`config.mk`:
```
export PLATFORM = sky130hd
export DESIGN_NAME = gift_wrap_convex_hull_unit
export DESIGN_NICKNAME = d
export VERILOG_FILES = /design/src/rtl/core/gwch_pkg.sv /design/src/rtl/core/gwch_datapath.sv /design/src/rtl/core/gwch_ctrl.sv /design/src/rtl/core/gift_wrap_convex_hull_unit.sv
export VERILOG_INCLUDE_DIRS = /design/src /design/src/rtl/core
export SDC_FILE = /design/constraint.sdc
export NUM_CORES = 2
export LEC_CHECK = 0
export ABC_AREA = 1
export ABC_CLOCK_PERIOD_IN_PS = 8500
export BUFFER_PORTS_ARGS = -buffer_cell sky130_fd_sc_hd__buf_2
export CORE_AREA = 2 2 511 513
export DETAILED_ROUTE_END_ITERATION = 8
export DIE_AREA = 0 0 513 515
export GPL_ROUTABILITY_DRIVEN = 0
export GPL_TIMING_DRIVEN = 0
export PLACE_DENSITY = 0.72
export SLEW_MARGIN = 20
export SYNTH_ARGS = -nofsm -noshare
export SYNTH_HDL_FRONTEND = slang
export SYNTH_SLANG_ARGS = --single-unit
```
`constraint.sdc`:
```
create_clock -name clock -period 8.5 [get_ports clock]
set_clock_uncertainty 0.15 [all_clocks]
set_input_delay 0.425 -clock clock [delete_from_list [all_inputs] [get_ports clock]]
set_output_delay 0.425 -clock clock [all_outputs]
set_load 0.01 [all_outputs]
```
`src/rtl/core/gift_wrap_convex_hull_unit_macros.svh`:
```
// Assertion macros shared by the convex hull unit.
`ifndef GIFT_WRAP_CONVEX_HULL_UNIT_MACROS_SVH
`define GIFT_WRAP_CONVEX_HULL_UNIT_MACROS_SVH

// The consequent must hold in the same cycle as the antecedent.
`define GWCH_ASSERT_SAME(label, ante, cons) \
   label: assert property (@(posedge clock) disable iff (reset) (ante) |-> (cons)) \
      else $error("convex hull unit: same-cycle check failed");

// The consequent must hold in the cycle after the antecedent.
`define GWCH_ASSERT_NEXT(label, ante, cons) \
   label: assert property (@(posedge clock) disable iff (reset) (ante) |=> (cons)) \
      else $error("convex hull unit: next-cycle check failed");

`endif

```
`src/rtl/core/gwch_pkg.sv`:
```
// Shared constants, codes and controller/datapath interface types of the hull unit.
package gwch_pkg;

   localparam int MAX_POINTS = 64;
   localparam int COORD_BITS = 16;
   localparam int MIN_POINTS = 3;
   localparam int IDX_W      = $clog2(MAX_POINTS);
   localparam int CNT_W      = $clog2(MAX_POINTS + 1);
   localparam int DIFF_W     = COORD_BITS + 1;
   localparam int PROD_W     = 2 * DIFF_W;

   // Result status codes.
   typedef enum logic [1:0] {
      STAT_OK    = 2'd0,
      STAT_FEW   = 2'd1,
      STAT_MANY  = 2'd2,
      STAT_STEPS = 2'd3
   } status_code_type;

   // Source of the point store read address.
   typedef enum logic [1:0] {
      RD_IDX  = 2'd0,
      RD_CAND = 2'd1,
      RD_HULL = 2'd2
   } rd_sel_type;

   // Commands from the controller to the datapath.
   typedef struct packed {
      logic            load;
      logic            set_clear;
      logic            idx_clear;
      logic            idx_inc;
      logic            step_clear;
      logic            rd_en;
      rd_sel_type      rd_sel;
      logic            hb_rd_en;
      logic            find_cmp;
      logic            vtx_begin;
      logic            cand_load;
      logic            diff_en;
      logic            mul_en;
      logic            cross_cmp;
      logic            advance;
      logic            out_point;
      logic            out_error;
      status_code_type err_code;
   } cmd_type;

   // Status from the datapath to the controller.
   typedef struct packed {
      logic overflow;
      logic too_few;
      logic idx_end_cnt;
      logic idx_end_step;
      logic step_full;
      logic cand_is_start;
      logic out_free;
   } dp_status_type;

endpackage

```
`src/rtl/core/gwch_datapath.sv`:
```
// Point store, hull index buffer, cross product arithmetic and result register.
module gwch_datapath import gwch_pkg::*; (
   input  logic                         clock,
   input  logic                         reset,
   input  cmd_type                      cmd,
   output dp_status_type                sts,
   input  logic signed [COORD_BITS-1:0] req_point_x,
   input  logic signed [COORD_BITS-1:0] req_point_y,
   output logic                         rsp_valid,
   input  logic                         rsp_stall,
   output logic signed [COORD_BITS-1:0] rsp_hull_x,
   output logic signed [COORD_BITS-1:0] rsp_hull_y,
   output logic                         rsp_hull_last,
   output logic [1:0]                   rsp_status
);

   // Point memory holds {y, x}; hull memory holds vertex indexes in walk order.
   logic [2*COORD_BITS-1:0] pt_mem [MAX_POINTS];
   logic [IDX_W-1:0]        hb_mem [MAX_POINTS];

   logic [CNT_W-1:0] count_ff, count_in;
   logic             overflow_ff, overflow_in;
   logic [CNT_W-1:0] step_ff, step_in;
   logic [IDX_W-1:0] idx_ff, idx_in;

   logic [2*COORD_BITS-1:0] rd_data_ff;
   logic [IDX_W-1:0]        hb_data_ff;
   logic [IDX_W-1:0]        rd_addr;
   logic                    store_en;

   logic [IDX_W-1:0]              start_idx_ff, cur_idx_ff, cand_idx_ff;
   logic signed [COORD_BITS-1:0]  cur_x_ff, cur_y_ff, cand_x_ff, cand_y_ff;
   logic signed [COORD_BITS-1:0]  p_x, p_y;
   logic [CNT_W-1:0]              cand_sum;
   logic [IDX_W-1:0]              cand_next;
   logic                          find_better;

   logic signed [DIFF_W-1:0] bx_ff, by_ff, cx_ff, cy_ff;
   logic signed [PROD_W-1:0] prod_a_ff, prod_b_ff;

   logic                          rsp_valid_ff, rsp_valid_in;
   logic signed [COORD_BITS-1:0]  rsp_x_ff, rsp_y_ff;
   logic                          rsp_last_ff;
   logic [1:0]                    rsp_status_ff;

   assign p_x = $signed(rd_data_ff[COORD_BITS-1:0]);
   assign p_y = $signed(rd_data_ff[2*COORD_BITS-1:COORD_BITS]);

   // The first candidate is the vertex after the current one, wrapping at the set size.
   assign cand_sum  = CNT_W'(cur_idx_ff) + CNT_W'(1);
   assign cand_next = (cand_sum == count_ff) ? '0 : cand_sum[IDX_W-1:0];

   // Read address selection for the point memory.
   always_comb begin
      unique case (cmd.rd_sel)
         RD_IDX:  rd_addr = idx_ff;
         RD_CAND: rd_addr = cand_next;
         RD_HULL: rd_addr = hb_data_ff;
         default: rd_addr = idx_ff;
      endcase
   end

   assign store_en = cmd.load && (count_ff < CNT_W'(MAX_POINTS));

   // Point memory: one write port for loading, one registered read port.
   always_ff @(posedge clock) begin
      if (store_en) begin
         pt_mem[count_ff[IDX_W-1:0]] <= {req_point_y, req_point_x};
      end
      if (cmd.rd_en) begin
         rd_data_ff <= pt_mem[rd_addr];
      end
   end

   // Hull index memory: written once per vertex, read back during emission.
   always_ff @(posedge clock) begin
      if (cmd.vtx_begin) begin
         hb_mem[step_ff[IDX_W-1:0]] <= cur_idx_ff;
      end
      if (cmd.hb_rd_en) begin
         hb_data_ff <= hb_mem[idx_ff];
      end
   end

   // Set size, overflow flag, step and scan counters.
   always_comb begin
      count_in    = count_ff;
      overflow_in = overflow_ff;
      if (cmd.set_clear) begin
         count_in    = '0;
         overflow_in = 1'b0;
      end else if (cmd.load) begin
         if (store_en) begin
            count_in = count_ff + CNT_W'(1);
         end else begin
            overflow_in = 1'b1;
         end
      end

      step_in = step_ff;
      if (cmd.step_clear) begin
         step_in = '0;
      end else if (cmd.vtx_begin) begin
         step_in = step_ff + CNT_W'(1);
      end

      idx_in = idx_ff;
      if (cmd.idx_clear) begin
         idx_in = '0;
      end else if (cmd.idx_inc) begin
         idx_in = idx_ff + IDX_W'(1);
      end
   end

   always_ff @(posedge clock) begin
      if (reset) begin
         count_ff    <= '0;
         overflow_ff <= 1'b0;
         step_ff     <= '0;
         idx_ff      <= '0;
      end else begin
         count_ff    <= count_in;
         overflow_ff <= overflow_in;
         step_ff     <= step_in;
         idx_ff      <= idx_in;
      end
   end

   // Lowest y wins, then lowest x; the first point is always taken.
   assign find_better = (idx_ff == '0) || (p_y < cur_y_ff) ||
                        ((p_y == cur_y_ff) && (p_x < cur_x_ff));

   // Start, current and candidate vertex registers.
   always_ff @(posedge clock) begin
      if (cmd.find_cmp && find_better) begin
         start_idx_ff <= idx_ff;
         cur_idx_ff   <= idx_ff;
         cur_x_ff     <= p_x;
         cur_y_ff     <= p_y;
      end else if (cmd.advance) begin
         cur_idx_ff <= cand_idx_ff;
         cur_x_ff   <= cand_x_ff;
         cur_y_ff   <= cand_y_ff;
      end

      if (cmd.vtx_begin) begin
         cand_idx_ff <= cand_next;
      end else if (cmd.cand_load) begin
         cand_x_ff <= p_x;
         cand_y_ff <= p_y;
      end else if (cmd.cross_cmp && (prod_a_ff < prod_b_ff)) begin
         // A negative cross product moves the candidate to the scanned point.
         cand_idx_ff <= idx_ff;
         cand_x_ff   <= p_x;
         cand_y_ff   <= p_y;
      end
   end

   // Cross product: differences, then both products, each stage registered.
   always_ff @(posedge clock) begin
      if (cmd.diff_en) begin
         bx_ff <= $signed({cand_x_ff[COORD_BITS-1], cand_x_ff})
                - $signed({cur_x_ff[COORD_BITS-1], cur_x_ff});
         by_ff <= $signed({cand_y_ff[COORD_BITS-1], cand_y_ff})
                - $signed({cur_y_ff[COORD_BITS-1], cur_y_ff});
         cx_ff <= $signed({p_x[COORD_BITS-1], p_x})
                - $signed({cur_x_ff[COORD_BITS-1], cur_x_ff});
         cy_ff <= $signed({p_y[COORD_BITS-1], p_y})
                - $signed({cur_y_ff[COORD_BITS-1], cur_y_ff});
      end
      if (cmd.mul_en) begin
         prod_a_ff <= bx_ff * cy_ff;
         prod_b_ff <= by_ff * cx_ff;
      end
   end

   // Result register: a new beat may load in the cycle the previous one is taken.
   always_comb begin
      rsp_valid_in = rsp_valid_ff;
      if (cmd.out_point || cmd.out_error) begin
         rsp_valid_in = 1'b1;
      end else if (rsp_valid_ff && !rsp_stall) begin
         rsp_valid_in = 1'b0;
      end
   end

   always_ff @(posedge clock) begin
      if (reset) begin
         rsp_valid_ff <= 1'b0;
      end else begin
         rsp_valid_ff <= rsp_valid_in;
      end
   end

   always_ff @(posedge clock) begin
      if (cmd.out_point) begin
         rsp_x_ff      <= p_x;
         rsp_y_ff      <= p_y;
         rsp_last_ff   <= sts.idx_end_step;
         rsp_status_ff <= STAT_OK;
      end else if (cmd.out_error) begin
         rsp_x_ff      <= '0;
         rsp_y_ff      <= '0;
         rsp_last_ff   <= 1'b1;
         rsp_status_ff <= cmd.err_code;
      end
   end

   assign rsp_valid     = rsp_valid_ff;
   assign rsp_hull_x    = rsp_x_ff;
   assign rsp_hull_y    = rsp_y_ff;
   assign rsp_hull_last = rsp_last_ff;
   assign rsp_status    = rsp_status_ff;

   // Status back to the controller.
   assign sts.overflow      = overflow_ff;
   assign sts.too_few       = count_ff < CNT_W'(MIN_POINTS);
   assign sts.idx_end_cnt   = CNT_W'(idx_ff) == (count_ff - CNT_W'(1));
   assign sts.idx_end_step  = CNT_W'(idx_ff) == (step_ff - CNT_W'(1));
   assign sts.step_full     = step_ff >= count_ff;
   assign sts.cand_is_start = cand_idx_ff == start_idx_ff;
   assign sts.out_free      = !rsp_valid_ff || !rsp_stall;

endmodule

```
`src/rtl/core/gwch_ctrl.sv`:
```
// Sequencer for loading, start search, hull walk and result emission.
module gwch_ctrl import gwch_pkg::*; (
   input  logic          clock,
   input  logic          reset,
   input  logic          req_valid,
   input  logic          req_last_point,
   output logic          req_stall,
   input  dp_status_type sts,
   output cmd_type       cmd
);

   typedef enum logic [14:0] {
      S_LOAD      = 15'b000000000000001,
      S_CHECK     = 15'b000000000000010,
      S_FIND_RD   = 15'b000000000000100,
      S_FIND_CMP  = 15'b000000000001000,
      S_VTX       = 15'b000000000010000,
      S_CAND      = 15'b000000000100000,
      S_SCAN_RD   = 15'b000000001000000,
      S_SCAN_DIFF = 15'b000000010000000,
      S_SCAN_MUL  = 15'b000000100000000,
      S_SCAN_CMP  = 15'b000001000000000,
      S_ADVANCE   = 15'b000010000000000,
      S_EMIT_HB   = 15'b000100000000000,
      S_EMIT_RD   = 15'b001000000000000,
      S_EMIT_OUT  = 15'b010000000000000,
      S_ERROR     = 15'b100000000000000
   } state_type;

   state_type       state_ff, state_in;
   status_code_type err_ff, err_in;

   assign req_stall = (state_ff != S_LOAD);

   // Next state and command decode.
   always_comb begin
      state_in     = state_ff;
      err_in       = err_ff;
      cmd          = '0;
      cmd.rd_sel   = RD_IDX;
      cmd.err_code = err_ff;
      unique case (state_ff)
         S_LOAD: begin
            if (req_valid) begin
               cmd.load = 1'b1;
               if (req_last_point) begin
                  state_in = S_CHECK;
               end
            end
         end
         S_CHECK: begin
            cmd.idx_clear  = 1'b1;
            cmd.step_clear = 1'b1;
            if (sts.overflow) begin
               err_in   = STAT_MANY;
               state_in = S_ERROR;
            end else if (sts.too_few) begin
               err_in   = STAT_FEW;
               state_in = S_ERROR;
            end else begin
               state_in = S_FIND_RD;
            end
         end
         S_FIND_RD: begin
            cmd.rd_en = 1'b1;
            state_in  = S_FIND_CMP;
         end
         S_FIND_CMP: begin
            cmd.find_cmp = 1'b1;
            if (sts.idx_end_cnt) begin
               state_in = S_VTX;
            end else begin
               cmd.idx_inc = 1'b1;
               state_in    = S_FIND_RD;
            end
         end
         S_VTX: begin
            if (sts.step_full) begin
               err_in   = STAT_STEPS;
               state_in = S_ERROR;
            end else begin
               cmd.vtx_begin = 1'b1;
               cmd.idx_clear = 1'b1;
               cmd.rd_en     = 1'b1;
               cmd.rd_sel    = RD_CAND;
               state_in      = S_CAND;
            end
         end
         S_CAND: begin
            cmd.cand_load = 1'b1;
            state_in      = S_SCAN_RD;
         end
         S_SCAN_RD: begin
            cmd.rd_en = 1'b1;
            state_in  = S_SCAN_DIFF;
         end
         S_SCAN_DIFF: begin
            cmd.diff_en = 1'b1;
            state_in    = S_SCAN_MUL;
         end
         S_SCAN_MUL: begin
            cmd.mul_en = 1'b1;
            state_in   = S_SCAN_CMP;
         end
         S_SCAN_CMP: begin
            cmd.cross_cmp = 1'b1;
            if (sts.idx_end_cnt) begin
               state_in = S_ADVANCE;
            end else begin
               cmd.idx_inc = 1'b1;
               state_in    = S_SCAN_RD;
            end
         end
         S_ADVANCE: begin
            cmd.advance = 1'b1;
            if (sts.cand_is_start) begin
               cmd.idx_clear = 1'b1;
               state_in      = S_EMIT_HB;
            end else begin
               state_in = S_VTX;
            end
         end
         S_EMIT_HB: begin
            cmd.hb_rd_en = 1'b1;
            state_in     = S_EMIT_RD;
         end
         S_EMIT_RD: begin
            cmd.rd_en  = 1'b1;
            cmd.rd_sel = RD_HULL;
            state_in   = S_EMIT_OUT;
         end
         S_EMIT_OUT: begin
            if (sts.out_free) begin
               cmd.out_point = 1'b1;
               if (sts.idx_end_step) begin
                  cmd.set_clear = 1'b1;
                  state_in      = S_LOAD;
               end else begin
                  cmd.idx_inc = 1'b1;
                  state_in    = S_EMIT_HB;
               end
            end
         end
         S_ERROR: begin
            if (sts.out_free) begin
               cmd.out_error = 1'b1;
               cmd.set_clear = 1'b1;
               state_in      = S_LOAD;
            end
         end
         default: begin
            state_in = S_LOAD;
         end
      endcase
   end

   always_ff @(posedge clock) begin
      if (reset) begin
         state_ff <= S_LOAD;
      end else begin
         state_ff <= state_in;
      end
   end

   always_ff @(posedge clock) begin
      err_ff <= err_in;
   end

endmodule

```
`src/rtl/core/gift_wrap_convex_hull_unit.sv`:
```
// Top level of the gift-wrapping convex hull unit: controller, datapath and checks.
//
//   Channel  Dir  Handshake            Fields
//   req      in   req_valid/req_stall  point_x, point_y, last_point
//   rsp      out  rsp_valid/rsp_stall  hull_x, hull_y, hull_last, status
//
// Points load at one beat per cycle; the beat with last_point starts a run, during
// which req_stall stays high. The single read port of the point memory and the
// four-step cross product per scanned point set the length of a run.
// Reset clears the controller, set size and result valid; the memories need no clearing.
// A stalled rsp beat holds the walk only at emission; the last beat may wait while
// the next set loads.
`include "gift_wrap_convex_hull_unit_macros.svh"

module gift_wrap_convex_hull_unit import gwch_pkg::*; (
   input  logic                         clock,
   input  logic                         reset,
   input  logic                         req_valid,
   output logic                         req_stall,
   input  logic signed [COORD_BITS-1:0] req_point_x,
   input  logic signed [COORD_BITS-1:0] req_point_y,
   input  logic                         req_last_point,
   output logic                         rsp_valid,
   input  logic                         rsp_stall,
   output logic signed [COORD_BITS-1:0] rsp_hull_x,
   output logic signed [COORD_BITS-1:0] rsp_hull_y,
   output logic                         rsp_hull_last,
   output logic [1:0]                   rsp_status
);

   cmd_type       cmd;
   dp_status_type sts;

   // Sequencer.
   gwch_ctrl u_ctrl (
      .clock          (clock),
      .reset          (reset),
      .req_valid      (req_valid),
      .req_last_point (req_last_point),
      .req_stall      (req_stall),
      .sts            (sts),
      .cmd            (cmd)
   );

   // Storage and arithmetic.
   gwch_datapath u_datapath (
      .clock         (clock),
      .reset         (reset),
      .cmd           (cmd),
      .sts           (sts),
      .req_point_x   (req_point_x),
      .req_point_y   (req_point_y),
      .rsp_valid     (rsp_valid),
      .rsp_stall     (rsp_stall),
      .rsp_hull_x    (rsp_hull_x),
      .rsp_hull_y    (rsp_hull_y),
      .rsp_hull_last (rsp_hull_last),
      .rsp_status    (rsp_status)
   );

   // A result beat is never loaded over one that is still waiting.
   `GWCH_ASSERT_SAME(a_no_overwrite, cmd.out_point || cmd.out_error, sts.out_free)
   // Error results always close the run.
   `GWCH_ASSERT_SAME(a_error_is_last, rsp_valid && (rsp_status != STAT_OK), rsp_hull_last)
   // The beat that closes a set makes the unit busy.
   `GWCH_ASSERT_NEXT(a_busy_after_last, req_valid && !req_stall && req_last_point, req_stall)

endmodule

```
* Yosys cells after proc, flatten, opt, wreduce, memory -nomap -nowiden
Memories as Yosys holds them, arrays and structs flattened. A register that Yosys moved wholly into a read port is not among the register bits. Index checks and enable logic that the tools add are counted.
Cells by class: bitwise logic cells 2, multiplexer cells 69, reduce and logical (&&, ||, !) cells 29, shifts and indexed selects 0, multipliers 2, divide/modulo/power cells 0, add/sub/neg operators 10, equality and inequality tests 30, magnitude comparators 6
Operators with widths (count):
- $pmux W15 S15 | 1
- $mux W16 | 11
- $mux W15 | 7
- $mul A17 B17 Y34 | 2
- $sub A16 B16 Y17 | 4
- $mux W6 | 6
- $lt A34 B34 Y1 | 1
- $lt A16 B16 Y1 | 2
- $mux W1 | 29
- $mux W12 | 2
- $eq A16 B16 Y1 | 1
- $eq A15 B1 Y1 const B | 1
- $eq A15 B10 Y1 const B | 1
- $eq A15 B11 Y1 const B | 1
- $eq A15 B12 Y1 const B | 1
- $eq A15 B13 Y1 const B | 1
- $eq A15 B14 Y1 const B | 1
- $eq A15 B15 Y1 const B | 1
- $eq A15 B2 Y1 const B | 1
- $eq A15 B3 Y1 const B | 1
- $eq A15 B4 Y1 const B | 1
- $eq A15 B5 Y1 const B | 1
- $eq A15 B6 Y1 const B | 1
- $eq A15 B7 Y1 const B | 1
- 37 further kinds | 69
Word-level totals: bits of input ports 37, register bits 292, bits in read-only memories 0, memory bits (writable) 2432, bits in latches 0, word-level logic and storage cells 174, output and inout bits 37, memories 2
Memory list:
- u_datapath.pt_mem | depth 64, width 32, rd ports 1, clocked after Yosys merged registers in 1, wr ports 1, RTL line gwch_datapath.sv:18 | logic [2*COORD_BITS-1:0] pt_mem [MAX_POINTS];
- u_datapath.hb_mem | depth 64, width 6, rd ports 1, clocked after Yosys merged registers in 1, wr ports 1, RTL line gwch_datapath.sv:19 | logic [IDX_W-1:0] hb_mem [MAX_POINTS];

* Longest topological paths before layout
word-level depth 6, depth in mapped cells 29, gate-level depth less buffers 27

* Hierarchy
A second synthesis with hierarchy kept.
Second synthesis, totals: cells, all modules 13443, area, all modules 142052.5 um2
By module, submodules not included:
- gwch_datapath | instances 1, seq. area each 82188.8 um2, cells each 13266, area an instance 140916.4 um2
- gwch_ctrl | instances 1, seq. area each 360.3 um2, cells each 177, area an instance 1136.1 um2

* Worst setup path after synthesis
No wires, ideal clock.
kind flip-flop to flip-flop, start point register u_datapath.by_ff[16], end point register u_datapath.prod_b_ff[33] (data pin), path slack 2.174 ns, buffers on the path 2, data arrival time 5.914 ns, stages on the path, launching flop included 22, required time 8.088 ns, setup time 0.262 ns, clock period less this slack 6.326 ns, cells stage by stage edfxtp_1 clkbuf_1 clkbuf_1 nand2_1 inv_1 fa_1 fa_1 fa_1 fa_1 fa_1 inv_1 fa_1 inv_1 ha_1 nand2_1 nor4_1 nand2_1 o211ai_1 nand2_1 o211ai_1 a21oi_1 xor2_1
On the way: longest elaborated chain between the ends 1
RTL lines:
- start: declaration | RTL line gwch_datapath.sv:38 | logic signed [DIFF_W-1:0] bx_ff, by_ff, cx_ff, cy_ff;
- start signal: assignment | RTL line gwch_datapath.sv:164 | by_ff <= $signed({cand_y_ff[COORD_BITS-1], cand_y_ff})
- $mul A17 B17 Y34 | RTL line gwch_datapath.sv:173 | prod_b_ff <= by_ff * cx_ff;
- end signal: assignment | RTL line gwch_datapath.sv:173
- end: declaration | RTL line gwch_datapath.sv:39 | logic signed [PROD_W-1:0] prod_a_ff, prod_b_ff;
Every way passes these cells. A chain may end at the register's enable or synchronous reset.

* Worst setup path after layout
start point register u_datapath.count_ff[1], end point register u_datapath.rd_data_ff[8] (read register of u_datapath.pt_mem) (data pin)
On the way: longest elaborated chain between the ends 5, elaborated cells between the ends (all ways) 9, classes of those cells order compare: 1; eq/ne: 3; mux: 5
RTL lines:
- start: declaration | RTL line gwch_datapath.sv:21 | logic [CNT_W-1:0] count_ff, count_in;
- start signal: assignment | RTL line gwch_datapath.sv:122 | count_ff <= count_in;
- $ge A7 B7 Y1 | RTL line gwch_datapath.sv:220 | assign sts.step_full = step_ff >= count_ff;
- $mux W3 | RTL line gwch_ctrl.sv:78 | if (sts.step_full) begin
- $pmux W2 S2 | RTL line gwch_ctrl.sv:42 | unique case (state_ff)
- $eq A2 B2 Y1 / $eq A2 B1 Y1 (equally long branches) | RTL line gwch_datapath.sv:55 | unique case (cmd.rd_sel)
- $pmux W6 S2 | RTL line gwch_datapath.sv:55
- end: declaration | RTL line gwch_datapath.sv:26 | logic [2*COORD_BITS-1:0] rd_data_ff;
Several ways; a longest one is shown, not always the timed one.

==> results.ini <==
[die]
die_w_um=513
row_count=187
die_h_um=515
total_die_area_um2=264200
core_um2=258500
io_pins=74
start_util_pct=54.74

[timing]
timing_worst_slew_pin_value_ps=1292
rsz_0062_raised_after_global_routing=no
finalCriticalPeriod_ps=7757
setup_viol=0
final_clock_period_utilization_by_the_worst_path_pct=91.26
hold_viol_final=0
maxSlewViolCount=0
final.setup.worst_slack_ps=742.7
max-slew-margin-rel_pct=13.89
fmaxAchievable_mhz=128.9
finalSetupTns_ps=0

[drt]
drc=1
totalWireLength_um=438200
detailedRoute.firstPassIterationCount=9
drtIter0Drc=15920
routed-via-count=104000
vias_per_cell=5.947
drt-wirelength-per-cell_um=25.05
drtAntennaViolNets=0

[clock_network]
cts.sinks=2762
clkTransAtPathRegs_ps=60
clock_tree.buffer_depth=4
maximum_level_of_the_cts_h_tree=5
cts_setup_buffers=0
ctsResizeCount=0
insertion_delay_ps=980
cts_hold_buf=37
cts_buffers=308
cts-root-buf=sky130_fd_sc_hd__clkbuf_16
tritoncts=yes

[logic_synthesis]
dominantRegCellSynth=sky130_fd_sc_hd__edfxtp_1
synthDistinctLibCells=49
synth_top_area_share_pct=57.78
synthesis.nets=14230
synth-warning-count=0
async_reset_ff_share_pct=0
synth.cells.most_frequent=sky130_fd_sc_hd__nand2_1 (2862), sky130_fd_sc_hd__edfxtp_1 (2723), sky130_fd_sc_hd__nand3_1 (2268), sky130_fd_sc_hd__inv_1 (1902), sky130_fd_sc_hd__fa_1 (596)
netlist_top_cells_area=sky130_fd_sc_hd__edfxtp_1 (58%), sky130_fd_sc_hd__fa_1 (8.4%), sky130_fd_sc_hd__nand3_1 (8.0%), sky130_fd_sc_hd__nand2_1 (7.6%), sky130_fd_sc_hd__inv_1 (5.0%)
synth_top_cell_by_area=sky130_fd_sc_hd__edfxtp_1
synthesis.area_um2=141500
synthCells=13320
syn_avg_cell_area_um2=10.63
post-synth-top-count-cell=sky130_fd_sc_hd__nand2_1
ys_seq_elements=2762
synth_edf_count=2723
seq_area_frac_synth_pct=58.33

[critical_path]
worst-path-buf-inv=6
cpMostUsedCell=sky130_fd_sc_hd__nand3_1
crit_chain=inv_1 -> ha_1 -> a21boi_0 -> o21a_1 -> o21a_1 -> nor2_1 -> o21ai_0 -> nand2_1 -> nand2_1 -> nor2_1 -> clkbuf_1 -> ha_1 -> clkbuf_1 -> nand2_1 -> clkbuf_2 -> clkbuf_2 -> buf_1 -> nand3b_1 -> nand3_1 -> nand3_1 -> nand3_1 -> nand3_1 -> nand3_1 -> nand2_1
critical-path-top-delay-family=buffers and inverters
critPathKind=reg -> reg
critical_path_required_ps=8910
worst_path_max_delay_cell=sky130_fd_sc_hd__clkbuf_2
timing.critical_path.from_type=flop
critPathCaptureType=flop
worst_ep_arrival_time_ps=8160
worst_path_largest_cell_delay_ps=780
timing.critical_path.fanout_max=10

[place]
preCtsSetupSlack_ps=1083
port_buffers=73
detailed_place_hpwl_um=310000

[cells_and_area]
layout-drive-gt1-share_pct=7.199
area_delta_synth_final_pct=12.35
final_net_count=14770
n_fill_cell=20010

[global_routing]
initial_antenna_violation_count=31
grt_start_max_net_pins=65
groute.usage.overall_pct=32.82
wire_length_of_the_first_global_routing_pass_um=636000
first_global_vias=100400
globalRoute.totalOverflow=0

[min_path]
min-delay-path-class=in -> reg

[run_status]
result_of_the_run=finished, violations left
failed_checks=DRC

[power_and_ir_drop]
total_leakage_power_nw=64.05
vdd_ir_drop_max_mv=0.2264
power.density_cell_area_nw_per_um2=177.3

[run]
count_of_max_cap_constraint_violations=0

[registers in the layout, indices dropped and copies added (netlist names), 15 cells and up]
name,count
u_datapath.pt_mem,2048
u_datapath.hb_mem,384
u_datapath.prod_a_ff,34
u_datapath.prod_b_ff,34
u_datapath.rd_data_ff,32
u_datapath.bx_ff,17
u_datapath.by_ff,17
u_datapath.cx_ff,17
u_datapath.cy_ff,17
u_datapath.cand_x_ff,16
u_datapath.cand_y_ff,16
u_datapath.cur_x_ff,16
u_datapath.cur_y_ff,16
u_datapath.rsp_hull_x,16
u_datapath.rsp_hull_y,16
u_ctrl.state_ff,15
[layout make-up]
cell class | count | area, µm² | area share (%)
clock inverters | 151 | 1284 | 0.8074
inverters | 1911 | 7176 | 4.513
plain buffers | 791 | 3515 | 2.211
diodes | 20 | 50.05 | 0.03148
well taps | 3402 | 4257 | 2.677
repair buffers | 229 | 3254 | 2.047
multi-input cells | 7852 | 48820 | 30.71
flip-flops and latches | 2762 | 82550 | 51.92
clock buffers | 375 | 8085 | 5.085
[routing by layer]
layer	wire length (µm)	global-route usage [%]	up-vias
met5	194	0.1826	-
li1	-	-	45530
met3	57440	8.871	1483
met4	27390	17.95	22
met2	197300	50.95	7025
met1	155900	42.03	49960
[where the power goes]
group	total, mW	leakage, nW	internal (mW)	switching, mW
Clock	12.7	4.58	7.35	5.35
Sequential	15.0	23.5	14.9	0.0154
Combinational	0.535	36.0	0.106	0.429
Total	28.2	64.0	22.4	5.79
[tightest hold or removal path, cell delays in order]
cell	delay (ps)
sky130_fd_sc_hd__buf_2	80
sky130_fd_sc_hd__nand2_1	240
sky130_fd_sc_hd__nand2_1	280
sky130_fd_sc_hd__a211oi_1	90
[final timing paths]
kind              slack, ps                   start  cells past startpoint                         end
setup / recovery        740  u_datapath.count_ff[1]                     24    u_datapath.rd_data_ff[8]
hold / removal          100               rsp_stall                      4    u_datapath.rsp_status[1]
setup reg to reg        740  u_datapath.count_ff[1]                     24    u_datapath.rd_data_ff[8]
hold reg to reg         280    u_datapath.idx_ff[3]                      0  u_datapath.start_idx_ff[3]
[through the flow]
step	utilization, %	hold WS, ps	power [mW]	cell area (µm²)	instances
final	61.50	104.2	28.19	159000	17490
after global routing	61.48	114.1	28.71	159000	17480
after CTS	61.47	48.80	28.15	158900	17470
after detailed placement	57.70	269.2	15.73	149200	16910
after global placement	56.52	259.4	15.69	146100	16790
after floorplan	-	256.4	15.36	141500	13320
[cells in the final DEF, fill, tap and decap left out, drive strengths merged, types with 113 or more instances in the layout]
cell type	n
clkinv	113
nor2	514
nand3b	385
fa	596
o21ai	316
buf	563
clkbuf	795
edfxtp	2723
nand3	2270
inv	1918
a21oi	169
ha	285
nand2	2866
[logic make-up (layout without fill, tap and decap cells)]
group,Yosys count,after routing,share of synthesized area (%)
and+or+nand+nor,6142,6142,19.51
DFF,2762,2762,58.33
AOI/OAI and AO/OA,676,676,2.713
xor gates and xnor gates,153,153,0.9469
other,0,20,0
adders and majority gates,881,881,10.95
buffers and inverters,2702,3457,7.545
Power figures use the tool's default switching activity.
